## src/rtl/core/itar_pkg.sv

```systemverilog
// itar_pkg: shared constants, types and the digit encoder for the radix converter
// used by every file of integer_to_ascii_radix; depends on nothing

package itar_pkg;

    // default sizing of the block
    localparam int MAX_PRECISION_DEF = 32;
    localparam int VALUE_BITS_DEF    = 32;

    // job queue between front and back
    localparam int QUEUE_DEPTH = 2;

    // divider retires this many dividend bits per cycle
    localparam int DIV_BITS = 4;

    // mode flag bit positions
    localparam int FLAG_LOWER_BIT  = 0;
    localparam int FLAG_SIGNED_BIT = 1;

    // legal radix range
    localparam logic [4:0] BASE_MIN = 5'd2;
    localparam logic [4:0] BASE_MAX = 5'd16;

    // ascii codes
    localparam logic [6:0] CH_MINUS   = 7'h2D;
    localparam logic [6:0] CH_ZERO    = 7'h30;
    localparam logic [6:0] CH_NINE    = 7'h39;
    localparam logic [6:0] CH_UPPER_A = 7'h41;
    localparam logic [6:0] CH_UPPER_F = 7'h46;
    localparam logic [6:0] CH_LOWER_A = 7'h61;
    localparam logic [6:0] CH_LOWER_F = 7'h66;

    typedef struct packed {
        logic       neg;
        logic       lower;
        logic [4:0] base;
    } t_job_flags;

    function automatic logic [6:0] digit_char(input logic [3:0] d, input logic lower);
        logic [6:0] res;
        if (d < 4'd10) begin
            res = CH_ZERO + 7'(d);
        end else if (lower) begin
            res = CH_LOWER_A + 7'(d) - 7'd10;
        end else begin
            res = CH_UPPER_A + 7'(d) - 7'd10;
        end
        return res;
    endfunction

endpackage

```

## src/rtl/core/itar_front.sv

```systemverilog
// itar_front: accepts numbers, checks the radix, takes the magnitude and clamps precision
// uses itar_pkg; feeds itar_queue

module itar_front #(
    parameter int MAX_PRECISION = itar_pkg::MAX_PRECISION_DEF,
    parameter int VALUE_BITS    = itar_pkg::VALUE_BITS_DEF,
    localparam int PW           = $clog2(MAX_PRECISION + 1)
) (
    input  logic                  i_clk,
    input  logic                  i_rst_n,
    input  logic                  i_valid,
    output logic                  o_stall,
    input  logic [31:0]           i_value,
    input  logic [4:0]            i_base,
    input  logic [5:0]            i_precision,
    input  logic [1:0]            i_mode_flags,
    output logic                  o_push,
    input  logic                  i_full,
    output itar_pkg::t_job_flags  o_flags,
    output logic [VALUE_BITS-1:0] o_mag,
    output logic [PW-1:0]         o_prec
);

    logic [VALUE_BITS-1:0] v;
    logic [VALUE_BITS-1:0] mag;
    logic                  neg;
    logic                  keep;
    logic [PW-1:0]         prec_sat;
    logic                  take;
    logic                  leave;

    logic                  r_vld;
    logic                  r_keep;
    itar_pkg::t_job_flags  r_flags;
    logic [VALUE_BITS-1:0] r_mag;
    logic [PW-1:0]         r_prec;

    always_comb begin
        v    = VALUE_BITS'(i_value);
        neg  = i_mode_flags[itar_pkg::FLAG_SIGNED_BIT] && v[VALUE_BITS-1];
        mag  = neg ? (~v + 1'b1) : v;
        prec_sat = (8'(i_precision) > 8'(MAX_PRECISION)) ? PW'(MAX_PRECISION)
                                                         : PW'(i_precision);
        // bad radix, or zero with no precision, prints nothing
        keep = (i_base >= itar_pkg::BASE_MIN) && (i_base <= itar_pkg::BASE_MAX)
               && !((v == '0) && (i_precision == 6'd0));
    end

    assign leave   = r_vld && (!r_keep || !i_full);
    assign o_stall = r_vld && r_keep && i_full;
    assign take    = i_valid && !o_stall;
    assign o_push  = r_vld && r_keep && !i_full;
    assign o_flags = r_flags;
    assign o_mag   = r_mag;
    assign o_prec  = r_prec;

    always_ff @(posedge i_clk) begin
        if (!i_rst_n) begin
            r_vld <= 1'b0;
        end else begin
            if (take) begin
                r_vld <= 1'b1;
            end else if (leave) begin
                r_vld <= 1'b0;
            end
        end
        if (take) begin
            r_keep        <= keep;
            r_flags.neg   <= neg;
            r_flags.lower <= i_mode_flags[itar_pkg::FLAG_LOWER_BIT];
            r_flags.base  <= i_base;
            r_mag         <= mag;
            r_prec        <= prec_sat;
        end
    end

endmodule

```

## src/rtl/core/itar_queue.sv

```systemverilog
// itar_queue: small register fifo holding classified jobs between front and back
// uses itar_pkg for its default depth

module itar_queue #(
    parameter int WIDTH = 8,
    parameter int DEPTH = itar_pkg::QUEUE_DEPTH
) (
    input  logic             i_clk,
    input  logic             i_rst_n,
    input  logic             i_push,
    input  logic [WIDTH-1:0] i_wdata,
    output logic             o_full,
    input  logic             i_pop,
    output logic [WIDTH-1:0] o_rdata,
    output logic             o_empty
);

    localparam int AW = $clog2(DEPTH);
    localparam int CW = $clog2(DEPTH + 1);

    logic [WIDTH-1:0] r_mem [DEPTH];
    logic [AW-1:0]    r_wp;
    logic [AW-1:0]    r_rp;
    logic [CW-1:0]    r_cnt;
    logic             do_push;
    logic             do_pop;

    assign o_full  = (r_cnt == CW'(DEPTH));
    assign o_empty = (r_cnt == '0);
    assign o_rdata = r_mem[r_rp];
    assign do_push = i_push && !o_full;
    assign do_pop  = i_pop && !o_empty;

    always_ff @(posedge i_clk) begin
        if (!i_rst_n) begin
            r_wp  <= '0;
            r_rp  <= '0;
            r_cnt <= '0;
        end else begin
            if (do_push) begin
                r_wp <= (r_wp == AW'(DEPTH - 1)) ? '0 : r_wp + 1'b1;
            end
            if (do_pop) begin
                r_rp <= (r_rp == AW'(DEPTH - 1)) ? '0 : r_rp + 1'b1;
            end
            if (do_push && !do_pop) begin
                r_cnt <= r_cnt + 1'b1;
            end else if (do_pop && !do_push) begin
                r_cnt <= r_cnt - 1'b1;
            end
        end
        if (do_push) begin
            r_mem[r_wp] <= i_wdata;
        end
    end

endmodule

```

## src/rtl/core/itar_back.sv

```systemverilog
// itar_back: splits the magnitude into digits with a shared iterative divider,
// keeps them in a digit memory and streams sign, padding and digits; uses itar_pkg

module itar_back #(
    parameter int MAX_PRECISION = itar_pkg::MAX_PRECISION_DEF,
    parameter int VALUE_BITS    = itar_pkg::VALUE_BITS_DEF,
    localparam int PW           = $clog2(MAX_PRECISION + 1)
) (
    input  logic                  i_clk,
    input  logic                  i_rst_n,
    input  logic                  i_job_vld,
    output logic                  o_pop,
    input  itar_pkg::t_job_flags  i_flags,
    input  logic [VALUE_BITS-1:0] i_mag,
    input  logic [PW-1:0]         i_prec,
    output logic                  o_valid,
    input  logic                  i_stall,
    output logic [6:0]            o_character,
    output logic                  o_last
);

    localparam int DIV_STEPS = (VALUE_BITS + itar_pkg::DIV_BITS - 1) / itar_pkg::DIV_BITS;
    localparam int DIV_W     = DIV_STEPS * itar_pkg::DIV_BITS;
    localparam int SW        = $clog2(DIV_STEPS);
    localparam int IW        = $clog2(VALUE_BITS);
    localparam int CW        = $clog2(VALUE_BITS + 1);
    localparam int PADW      = (PW > CW) ? PW : CW;

    typedef enum logic [2:0] {
        S_IDLE,
        S_DIV,
        S_PREP,
        S_SIGN,
        S_PAD,
        S_DIGIT
    } t_state;

    t_state               r_state;
    itar_pkg::t_job_flags r_flags;
    logic [DIV_W-1:0]     r_quot;
    logic [3:0]           r_rem;
    logic [SW-1:0]        r_step;
    logic [CW-1:0]        r_ndig;
    logic [PW-1:0]        r_prec;
    logic [PADW-1:0]      r_pad;
    logic                 r_have_dig;
    logic [3:0]           r_rd;
    logic                 r_ovld;
    logic [6:0]           r_char;
    logic                 r_last;
    logic [3:0]           r_dig_mem [VALUE_BITS];

    logic [DIV_W-1:0]     q_nx;
    logic [3:0]           rem_nx;
    logic [4:0]           t;
    logic                 out_free;
    logic                 char_go;
    logic                 div_go;
    logic                 dig_wr;
    logic                 dig_rd;
    logic [CW-1:0]        ndig_dec;
    logic [PADW-1:0]      prec_ext;
    logic [PADW-1:0]      ndig_ext;
    logic                 need_pad;

    // restoring division, a few dividend bits per cycle; quotient shifts in from the bottom
    always_comb begin
        q_nx   = r_quot;
        rem_nx = r_rem;
        t      = '0;
        for (int k = 0; k < itar_pkg::DIV_BITS; k++) begin
            t    = {rem_nx, q_nx[DIV_W-1]};
            q_nx = {q_nx[DIV_W-2:0], 1'b0};
            if (t >= r_flags.base) begin
                t       = t - r_flags.base;
                q_nx[0] = 1'b1;
            end
            rem_nx = t[3:0];
        end
    end

    always_comb begin
        out_free = !r_ovld || !i_stall;
        // the streaming states put out one character whenever the output is free
        char_go  = out_free && ((r_state == S_SIGN) || (r_state == S_PAD)
                                || (r_state == S_DIGIT));
        o_pop    = (r_state == S_IDLE) && i_job_vld;
        div_go   = (r_state == S_DIV) && !((r_step == '0) && (r_quot == '0));
        dig_wr   = div_go && (r_step == SW'(DIV_STEPS - 1));
        ndig_dec = r_ndig - 1'b1;
        dig_rd   = (r_ndig != '0)
                   && ((r_state == S_PREP) || ((r_state == S_DIGIT) && out_free));
        prec_ext = PADW'(r_prec);
        ndig_ext = PADW'(r_ndig);
        need_pad = prec_ext > ndig_ext;
    end

    assign o_valid     = r_ovld;
    assign o_character = r_char;
    assign o_last      = r_last;

    // digit store, least significant digit at address zero
    always_ff @(posedge i_clk) begin
        if (dig_wr) begin
            r_dig_mem[r_ndig[IW-1:0]] <= rem_nx;
        end
        if (dig_rd) begin
            r_rd <= r_dig_mem[ndig_dec[IW-1:0]];
        end
    end

    always_ff @(posedge i_clk) begin
        if (!i_rst_n) begin
            r_state <= S_IDLE;
            r_ovld  <= 1'b0;
        end else begin
            if (out_free) begin
                r_ovld <= char_go;
            end
            unique case (r_state)
                S_IDLE: begin
                    if (i_job_vld) begin
                        r_flags <= i_flags;
                        r_quot  <= DIV_W'(i_mag);
                        r_prec  <= i_prec;
                        r_rem   <= '0;
                        r_step  <= '0;
                        r_ndig  <= '0;
                        r_state <= S_DIV;
                    end
                end
                S_DIV: begin
                    if (!div_go) begin
                        r_state <= S_PREP;
                    end else begin
                        r_quot <= q_nx;
                        if (dig_wr) begin
                            r_rem  <= '0;
                            r_step <= '0;
                            r_ndig <= r_ndig + 1'b1;
                        end else begin
                            r_rem  <= rem_nx;
                            r_step <= r_step + 1'b1;
                        end
                    end
                end
                S_PREP: begin
                    // first digit is fetched here so it is ready after sign and padding
                    r_pad      <= need_pad ? (prec_ext - ndig_ext) : '0;
                    r_have_dig <= (r_ndig != '0);
                    if (r_ndig != '0) begin
                        r_ndig <= ndig_dec;
                    end
                    if (r_flags.neg) begin
                        r_state <= S_SIGN;
                    end else if (need_pad) begin
                        r_state <= S_PAD;
                    end else begin
                        r_state <= S_DIGIT;
                    end
                end
                S_SIGN: begin
                    if (out_free) begin
                        r_char  <= itar_pkg::CH_MINUS;
                        r_last  <= 1'b0;
                        r_state <= (r_pad != '0) ? S_PAD : S_DIGIT;
                    end
                end
                S_PAD: begin
                    if (out_free) begin
                        r_char <= itar_pkg::CH_ZERO;
                        r_last <= (r_pad == PADW'(1)) && !r_have_dig;
                        r_pad  <= r_pad - 1'b1;
                        if (r_pad == PADW'(1)) begin
                            r_state <= r_have_dig ? S_DIGIT : S_IDLE;
                        end
                    end
                end
                S_DIGIT: begin
                    if (out_free) begin
                        r_char <= itar_pkg::digit_char(r_rd, r_flags.lower);
                        r_last <= (r_ndig == '0);
                        if (r_ndig == '0) begin
                            r_state <= S_IDLE;
                        end else begin
                            r_ndig <= ndig_dec;
                        end
                    end
                end
            endcase
        end
    end

endmodule

```

## src/rtl/core/integer_to_ascii_radix.sv

```systemverilog
// integer_to_ascii_radix: top level of the integer to ascii converter
// instantiates itar_front, itar_queue and itar_back; uses itar_pkg

// Converts one number per transfer into its ascii text, one character per output
// transfer, most significant first, with o_last on the final character. The front
// stage registers a number and hands it through a two-entry job queue, so it keeps
// accepting while the back end works, until the queue is full. The back end takes
// one number at a time: the shared divider retires four dividend bits per cycle to
// produce each digit, then characters stream at one per cycle while the output is
// not stalled. A bad radix, or zero with precision zero, produces no characters.

module integer_to_ascii_radix #(
    parameter int MAX_PRECISION = itar_pkg::MAX_PRECISION_DEF,
    parameter int VALUE_BITS    = itar_pkg::VALUE_BITS_DEF
) (
    input  logic        i_clk,
    input  logic        i_rst_n,
    input  logic        i_valid,
    output logic        o_stall,
    input  logic [31:0] i_value,
    input  logic [4:0]  i_base,
    input  logic [5:0]  i_precision,
    input  logic [1:0]  i_mode_flags,
    output logic        o_valid,
    input  logic        i_stall,
    output logic [6:0]  o_character,
    output logic        o_last
);

    localparam int PW      = $clog2(MAX_PRECISION + 1);
    localparam int FLAGS_W = $bits(itar_pkg::t_job_flags);
    localparam int QW      = FLAGS_W + VALUE_BITS + PW;

    logic                  f_push;
    itar_pkg::t_job_flags  f_flags;
    logic [VALUE_BITS-1:0] f_mag;
    logic [PW-1:0]         f_prec;
    logic                  q_full;
    logic                  q_empty;
    logic                  q_pop;
    logic [QW-1:0]         q_wdata;
    logic [QW-1:0]         q_rdata;
    itar_pkg::t_job_flags  b_flags;
    logic [VALUE_BITS-1:0] b_mag;
    logic [PW-1:0]         b_prec;

    assign q_wdata = {f_flags, f_mag, f_prec};
    assign b_flags = itar_pkg::t_job_flags'(q_rdata[QW-1 -: FLAGS_W]);
    assign b_mag   = q_rdata[PW +: VALUE_BITS];
    assign b_prec  = q_rdata[PW-1:0];

    itar_front #(
        .MAX_PRECISION (MAX_PRECISION),
        .VALUE_BITS    (VALUE_BITS)
    ) u_front (
        .i_clk        (i_clk),
        .i_rst_n      (i_rst_n),
        .i_valid      (i_valid),
        .o_stall      (o_stall),
        .i_value      (i_value),
        .i_base       (i_base),
        .i_precision  (i_precision),
        .i_mode_flags (i_mode_flags),
        .o_push       (f_push),
        .i_full       (q_full),
        .o_flags      (f_flags),
        .o_mag        (f_mag),
        .o_prec       (f_prec)
    );

    itar_queue #(
        .WIDTH (QW),
        .DEPTH (itar_pkg::QUEUE_DEPTH)
    ) u_queue (
        .i_clk   (i_clk),
        .i_rst_n (i_rst_n),
        .i_push  (f_push),
        .i_wdata (q_wdata),
        .o_full  (q_full),
        .i_pop   (q_pop),
        .o_rdata (q_rdata),
        .o_empty (q_empty)
    );

    itar_back #(
        .MAX_PRECISION (MAX_PRECISION),
        .VALUE_BITS    (VALUE_BITS)
    ) u_back (
        .i_clk       (i_clk),
        .i_rst_n     (i_rst_n),
        .i_job_vld   (!q_empty),
        .o_pop       (q_pop),
        .i_flags     (b_flags),
        .i_mag       (b_mag),
        .i_prec      (b_prec),
        .o_valid     (o_valid),
        .i_stall     (i_stall),
        .o_character (o_character),
        .o_last      (o_last)
    );

endmodule

```

## config.mk

```make
export PLATFORM = sky130hd
export DESIGN_NAME = integer_to_ascii_radix
export DESIGN_NICKNAME = d
export VERILOG_FILES = /design/src/rtl/core/itar_pkg.sv /design/src/rtl/core/itar_front.sv /design/src/rtl/core/itar_queue.sv /design/src/rtl/core/itar_back.sv /design/src/rtl/core/integer_to_ascii_radix.sv
export SDC_FILE = /design/constraint.sdc
export NUM_CORES = 1
export LEC_CHECK = 0
export ABC_AREA = 1
export BUFFER_PORTS_ARGS = -buffer_cell sky130_fd_sc_hd__buf_2
export CAP_MARGIN = 20
export CORE_MARGIN = 2
export CORE_UTILIZATION = 60
export DETAILED_ROUTE_END_ITERATION = 7
export PLACE_DENSITY_LB_ADDON = 0.05
export SLEW_MARGIN = 20
export SYNTH_ARGS = -nofsm -noshare
export SYNTH_HDL_FRONTEND = slang
export SYNTH_HIERARCHICAL = 1
export SYNTH_SLANG_ARGS = --single-unit
```

## constraint.sdc

```tcl
create_clock -name i_clk -period 13.5 [get_ports i_clk]
set_input_delay 1.35 -clock i_clk [delete_from_list [all_inputs] [get_ports i_clk]]
set_output_delay 1.35 -clock i_clk [all_outputs]
set_load 0.02 [all_outputs]
```

== Word-level counts from Yosys, hierarchy flattened ==
Memory sizes are Yosys's and may differ from the RTL's. A register that Yosys moved wholly into a read port is not among the register bits.
Index checks and enable logic that the tools add are counted.
W data, S select, Z words.
Word-level totals
  bits in registers: 128
  memory bits (writable): 218
  output and inout port bits: 10
  word-level logic and storage cells: 198
  memories kept: 2
Operators by class
  add/subtract/negate cells: 19
  $lt $le $gt $ge: 9
  equal/unequal tests: 19
  multiplexer cells: 64
  bitwise logic cells: 2
  reduce and logical (&&, ||, !) cells: 59
Memory list
  u_back.r_dig_mem: words 32, bits a word 4, rd ports 1, clocked after Yosys merged registers in 1, wr ports 1, line itar_back.sv:51  | logic [3:0] r_dig_mem [VALUE_BITS];
  u_queue.r_mem: words 2, bits a word 45, rd ports 1, clocked after Yosys merged registers in 1, wr ports 1, line itar_queue.sv:21  | logic [WIDTH-1:0] r_mem [DEPTH];
Operator list (count)
  $mux W32: 3
  $logic_not A32 Y1: 2
  $pmux W32 S2: 1
  $mux W6: 8
  $mux W3: 12
  $mux W7: 5
  $add A32 B1 Y32 const B: 1
  $not A32 Y32: 1
  $mux W4: 7
  $pmux W6 S4: 1
  $logic_and A1 B1 Y1: 21
  $pmux W7 S3: 1
  $ge A5 B5 Y1: 4
  $mux W1: 19
  $pmux W3 S6: 1
  $sub A4 B4 Y4: 4
  $sub A7 B4 Y7 const B: 2
  $logic_not A6 Y1: 2
  $ne A2 B1 Y1 const B: 6
  $pmux W6 S2: 1
  $reduce_bool A6 Y1: 2
  $sub A6 B1 Y6 const B: 2
  $logic_not A1 Y1: 11
  $ne A2 B2 Y1 const B: 5
  36 further kinds: 50

== Logic depth before layout (Yosys ltp) ==
  depth in word-level cells: 11
  gate-level depth with buffers: 36
  gate-level depth less buffers: 36

== By module ==
Netlist, hierarchy kept.
By module, submodules not included
  itar_back: times used 1, cells an instance 1012, area an instance 10372.4 sq um, sequential area each 6236.0 sq um
  itar_queue: times used 1, cells an instance 178, area an instance 3696.0 sq um, sequential area each 2802.7 sq um
  itar_front: times used 1, cells an instance 309, area an instance 2612.5 sq um, sequential area each 1401.3 sq um
  integer_to_ascii_radix: times used 1, cells an instance 1, area an instance 3.8 sq um, sequential area each 0.0 sq um

== Worst setup path before layout ==
Ideal clock, no wire load.
  path kind: flip-flop to flip-flop
  from: register u_back/r_flags[1] in the netlist's numbering
  to: memory u_back.r_dig_mem[0][1], data pin
  setup time: 0.393 ns
  arrival time: 4.882 ns
  setup slack: 8.225 ns
  stages on the path, launching flop included: 34
  buffers on the path: 0
  period minus slack after synthesis: 5.275 ns
  cells stage by stage: edfxtp_1 > inv_1 > ha_1 > nand2_1 > nor2_1 > nand2_1 > nand3_1 > o21ai_0 > inv_1 > ha_1 > nand2_1 > inv_1 > nand2_1 > nand4_1 > nand2_1 > a21boi_0 > inv_1 > ha_1 > nand2_1 > nor2_1 > nand2_1 > nand4_2 > inv_1 > nand3_1 > and2_1 > ha_1 > a21oi_1 > nand2_1 > nand2_1 > nand3b_1 > a21oi_2 > inv_1 > nand2_1 > nand2_1
Between the ends
  longest elaborated chain between the ends: 8
  elaborated cells on any way between the ends: 12
Ends and longest elaborated chain
  from (decl): line itar_back.sv:39  | itar_pkg::t_job_flags r_flags;
  from (signal assigned): line itar_back.sv:123  | r_flags <= i_flags;
  $sub A4 B4 Y4 or $ge A5 B5 Y1 (tied branches): line itar_back.sv:75, itar_back.sv:74
  $mux W4: line itar_back.sv:74  | if (t >= r_flags.base) begin
  $sub A4 B4 Y4 or $ge A5 B5 Y1 (tied branches): line itar_back.sv:75, itar_back.sv:74
  $mux W4: line itar_back.sv:74
  $ge A5 B5 Y1 or $sub A4 B4 Y4 (tied branches): line itar_back.sv:74, itar_back.sv:75
  $mux W4: line itar_back.sv:74
  $sub A4 B4 Y4 or $ge A5 B5 Y1 (tied branches): line itar_back.sv:75, itar_back.sv:74
  $mux W4 (*): line itar_back.sv:74
  named net u_back.t[1]: line itar_back.sv:55  | logic [4:0] t;
  to (decl): line itar_back.sv:51
The timed path passes the listed nets; every way through them passes the cells marked *.

== Worst setup path in the final report ==
  from: register u_back/r_flags[1] in the netlist's numbering
  to: memory u_back.r_dig_mem[21][3], data pin
Same word-level chain as after synthesis.

==> metrics.md <==
| Metric | Value |
|---|---|
| Outcome | `completed` |
| Minimum setup slack in the final design | `6.95 ns` |
| Slew @ Worst Pin | `1.02 ns` |
| Count of cell types in the netlist | `46` |
| Class of the tightest hold or removal check | `reg2reg` |
| Syn Nets | `1593` |
| Top library cells by usage in the layout, fill and taps aside | `sky130_fd_sc_hd__edfxtp_1, sky130_fd_sc_hd__nand2_1, sky130_fd_sc_hd__nor2_1` |
| Sequential share of power | `43.5%` |
| Horizontal extent of the die | `171 microns` |
| Number of buffer cells added on primary ports | `58` |
| Critical Path Start Type | `flop` |
| DRC violation count after routing | `0` |
| Hold buffers post-CTS | `0` |
| Mean instance size in the synthesized netlist | `11.1 sq um` |
| Share of flip-flops with an asynchronous set or reset after synthesis | `0%` |
| Max Freq | `153 MHz` |
| Antenna diode count | `0` |
| Die outline height | `171 microns` |
| Max-capacitance violation count | `0` |
| I/O pin cnt | `59` |
| Largest clock skew in the final design | `0.0189 ns` |
| Setup Fix Bufs, Post-CTS | `0` |
| Total net switching power | `1.87 mW` |
| Internal power contribution | `3.07 mW` |
| Crit end category | `flop` |
| Die area | `29200 sq um` |
| Detailed-route via count | `10600` |
| Count of final hold-check violations | `0` |
| Avg WL per Cell | `16.9 microns` |
| Worst supply voltage drop on vdd | `0.392 mV` |
| Number of gates resized after CTS | `0` |
| Gr usage total | `23.6%` |
| Area of the core | `27600 sq um` |
| Part of the power in combinational logic | `37.4%` |
| Iter 0 DRT Violations | `677` |
| Dpl hpwl | `22.8 mm` |
| Leak Pwr | `7.07 nW` |
| Most frequent standard cell in the layout excluding fill and tap cells | `sky130_fd_sc_hd__edfxtp_1` |
| Post-Place Worst Slack | `7.00 ns` |
| Final total power | `4.94 mW` |
| Number of setup violations in the final report | `0` |
| Relative area change from synthesis to final layout | `10.2%` |
| Clock period minus final worst setup slack | `6.55 ns` |
| Worst-case clock buffer depth | `3` |
| Clock tree sinks | `351` |
| Routed wire length | `33.3 mm` |
| Count of mapped cells out of synthesis | `1500` |
| RSZ-0062 raised after global routing | `no` |
| Final cycle utilization of the critical path | `48.5%` |
| First-pass detailed-route iteration total | `5` |
| Sequential cell area fraction in the yosys report | `62.6%` |
| Max FO, Critical Path | `32` |
| Root buffer cell | `sky130_fd_sc_hd__clkbuf_16` |
| TritonCTS buffer count | `37` |
| Total congestion overflow | `0` |
| Wire length of the first global-routing pass | `53.1 mm` |
| Headroom to the max-slew limit | `31.7%` |
| Remaining number of nets flagged by the antenna check after routing | `0` |
| Number of nets in the final layout | `1657` |
| Cell occurring most often along the worst timing path | `sky130_fd_sc_hd__nand2_1` |
| Final Slew Violations | `0` |
| Initial Utilization | `60.6%` |
| PD cells | `268 nW/um^2` |
| TNS Setup | `0 ns` |
| Clock network power share | `19.2%` |
| #FFs+latches synth | `351` |
| Vias per std cell | `5.37` |
| Clock-pin slew on the worst setup and hold paths | `0.06 ns` |
| Cell area after synthesis | `16700 sq um` |
| Clk_lat worst skew | `0.53 ns` |
| Master of the slowest instance on the critical path | `sky130_fd_sc_hd__inv_1` |
| Number of enable-type register cells in the synthesized netlist | `341` |
| CP arrival | `6.74 ns` |
| Critical path start-end classification | `reg2reg` |
| Main flop type after synthesis | `sky130_fd_sc_hd__edfxtp_1` |
| Htree depth | `2` |
| Net Sw Frac | `37.8%` |
| Req. time, crit path | `13.69 ns` |
| Antenna violations before repair | `0` |
| FP Rows | `61` |
| Via count of the first global-routing pass | `10300` |
| Placer Congestion | `0.869` |
| Warnings, synthesis | `6` |
| Largest net degree at the start of global routing | `70` |
| Layout cell share with drive strength beyond 1 | `13.8%` |
| CTS tree | `done` |
| CP max stage delay | `0.72 ns` |
| Setup slack, reg-to-reg | `6.95 ns` |
## sequential cells by signal, indices dropped and copies added (netlist names), 7 cells and up, named ones only
signal,cells
u_back/r_quot,32
u_front/o_flags,7
u_back/r_dig_mem,128
u_back/r_flags,7
u_front/o_mag,32
u_back/o_character,7
u_queue/r_mem,90
## stage by stage
| stage | area, sq um | instances | hold WS [ns] | util (%) |
|---|---|---|---|---|
| floorplan | 16700 | 1500 | 0.421 | - |
| global placement | 17200 | 1903 | 0.422 | 62.6 |
| detailed placement | 17200 | 1903 | 0.430 | 62.6 |
| CTS | 18400 | 1970 | 0.442 | 66.7 |
| global route | 18400 | 1970 | 0.455 | 66.7 |
| finish | 18400 | 1970 | 0.441 | 66.7 |
## routing by layer
metal,up-vias,global-route usage (%),share of wire [%]
li1,5282,-,-
met1,4982,31.6,44
met2,263,40.6,50
met3,55,2.87,4.1
met4,0,7.69,2.6
met5,-,0,0
## critical path: cells and delay by family, from the launching register on
kind,cells,cell delay [ns]
simple gates,19,1.91
fa+ha+maj,4,1.27
flops,1,0.46
compound gates,4,1.06
buf+inv,7,1.49
## path summary, 6_finish.rpt
path,cells past startpoint,endpoint,from
worst max-delay path,34,u_back/r_dig_mem[21][3],u_back/r_flags[1]
worst min-delay path,0,u_queue/r_mem[0][29],u_front/o_mag[23]
worst max register to register,34,u_back/r_dig_mem[21][3],u_back/r_flags[1]
worst min register to register,0,u_queue/r_mem[0][29],u_front/o_mag[23]
## layout make-up
cell class / instances / area [sq um]
clock buffers: 43 / 948
clock inverters: 24 / 189
fillers: 2115 / 9170
inverters: 146 / 553
multi-input cells: 961 / 5430
flip-flops and latches: 351 / 10400
well taps: 378 / 473
repair buffers: 67 / 358
## cell usage after synthesis (2+ instances only)
library cell / n / area share [%]
sky130_fd_sc_hd__nand2_2: 5 / 0.19
sky130_fd_sc_hd__a21o_1: 2 / 0.090
sky130_fd_sc_hd__buf_12: 4 / 0.48
sky130_fd_sc_hd__o21ai_2: 2 / 0.11
sky130_fd_sc_hd__buf_4: 7 / 0.31
sky130_fd_sc_hd__xnor2_1: 15 / 0.79
sky130_fd_sc_hd__xor2_1: 9 / 0.47
sky130_fd_sc_hd__edfxtp_1: 341 / 61
sky130_fd_sc_hd__a21boi_0: 2 / 0.090
sky130_fd_sc_hd__dfxtp_1: 10 / 1.2
sky130_fd_sc_hd__xor2_2: 3 / 0.29
sky130_fd_sc_hd__a31oi_1: 5 / 0.19
sky130_fd_sc_hd__mux2_2: 5 / 0.34
sky130_fd_sc_hd__and2_1: 2 / 0.075
sky130_fd_sc_hd__a21oi_2: 2 / 0.11
sky130_fd_sc_hd__or2_2: 2 / 0.075
sky130_fd_sc_hd__fa_1: 5 / 0.60
sky130_fd_sc_hd__a21oi_1: 21 / 0.63
sky130_fd_sc_hd__nand3_2: 3 / 0.18
sky130_fd_sc_hd__mux2_4: 40 / 3.6
sky130_fd_sc_hd__o211ai_1: 35 / 1.6
sky130_fd_sc_hd__ha_1: 39 / 2.9
sky130_fd_sc_hd__nand2_1: 286 / 6.4
sky130_fd_sc_hd__clkbuf_1: 9 / 0.20
sky130_fd_sc_hd__nor3_1: 8 / 0.24
sky130_fd_sc_hd__buf_2: 15 / 0.45
sky130_fd_sc_hd__o22ai_1: 8 / 0.30
sky130_fd_sc_hd__o21ai_0: 108 / 3.2
sky130_fd_sc_hd__nand3_1: 42 / 1.3
sky130_fd_sc_hd__nand3b_1: 6 / 0.27
sky130_fd_sc_hd__nor2_2: 10 / 0.37
sky130_fd_sc_hd__buf_6: 7 / 0.47
sky130_fd_sc_hd__nor2_1: 242 / 5.4
sky130_fd_sc_hd__nand2_4: 4 / 0.27
sky130_fd_sc_hd__o21ai_1: 20 / 0.60
sky130_fd_sc_hd__inv_1: 135 / 3.0
sky130_fd_sc_hd__nand4_1: 13 / 0.49
sky130_fd_sc_hd__inv_2: 9 / 0.20
sky130_fd_sc_hd__o31ai_1: 5 / 0.22
sky130_fd_sc_hd__nor2_4: 7 / 0.47
sky130_fd_sc_hd__inv_4: 2 / 0.075
## power groups by stage
stage	registers [mW]	logic, mW	clock network (mW)
after floorplan	2.12	1.27	0
final	2.15	1.84	0.945
after CTS	2.15	1.88	0.964
after detailed placement	2.17	1.87	0
after global placement	2.16	1.83	0
after global routing	2.16	2.09	1.01
## cell families after synthesis
group,synth area share (%)
mux,3.94
flops,62.6
fa+ha+maj,3.52
compound gates,7.30
simple gates,15.9
xor+xnor,1.55
buf+inv,5.23
No activity file was read; power rests on OpenSTA's default activity.
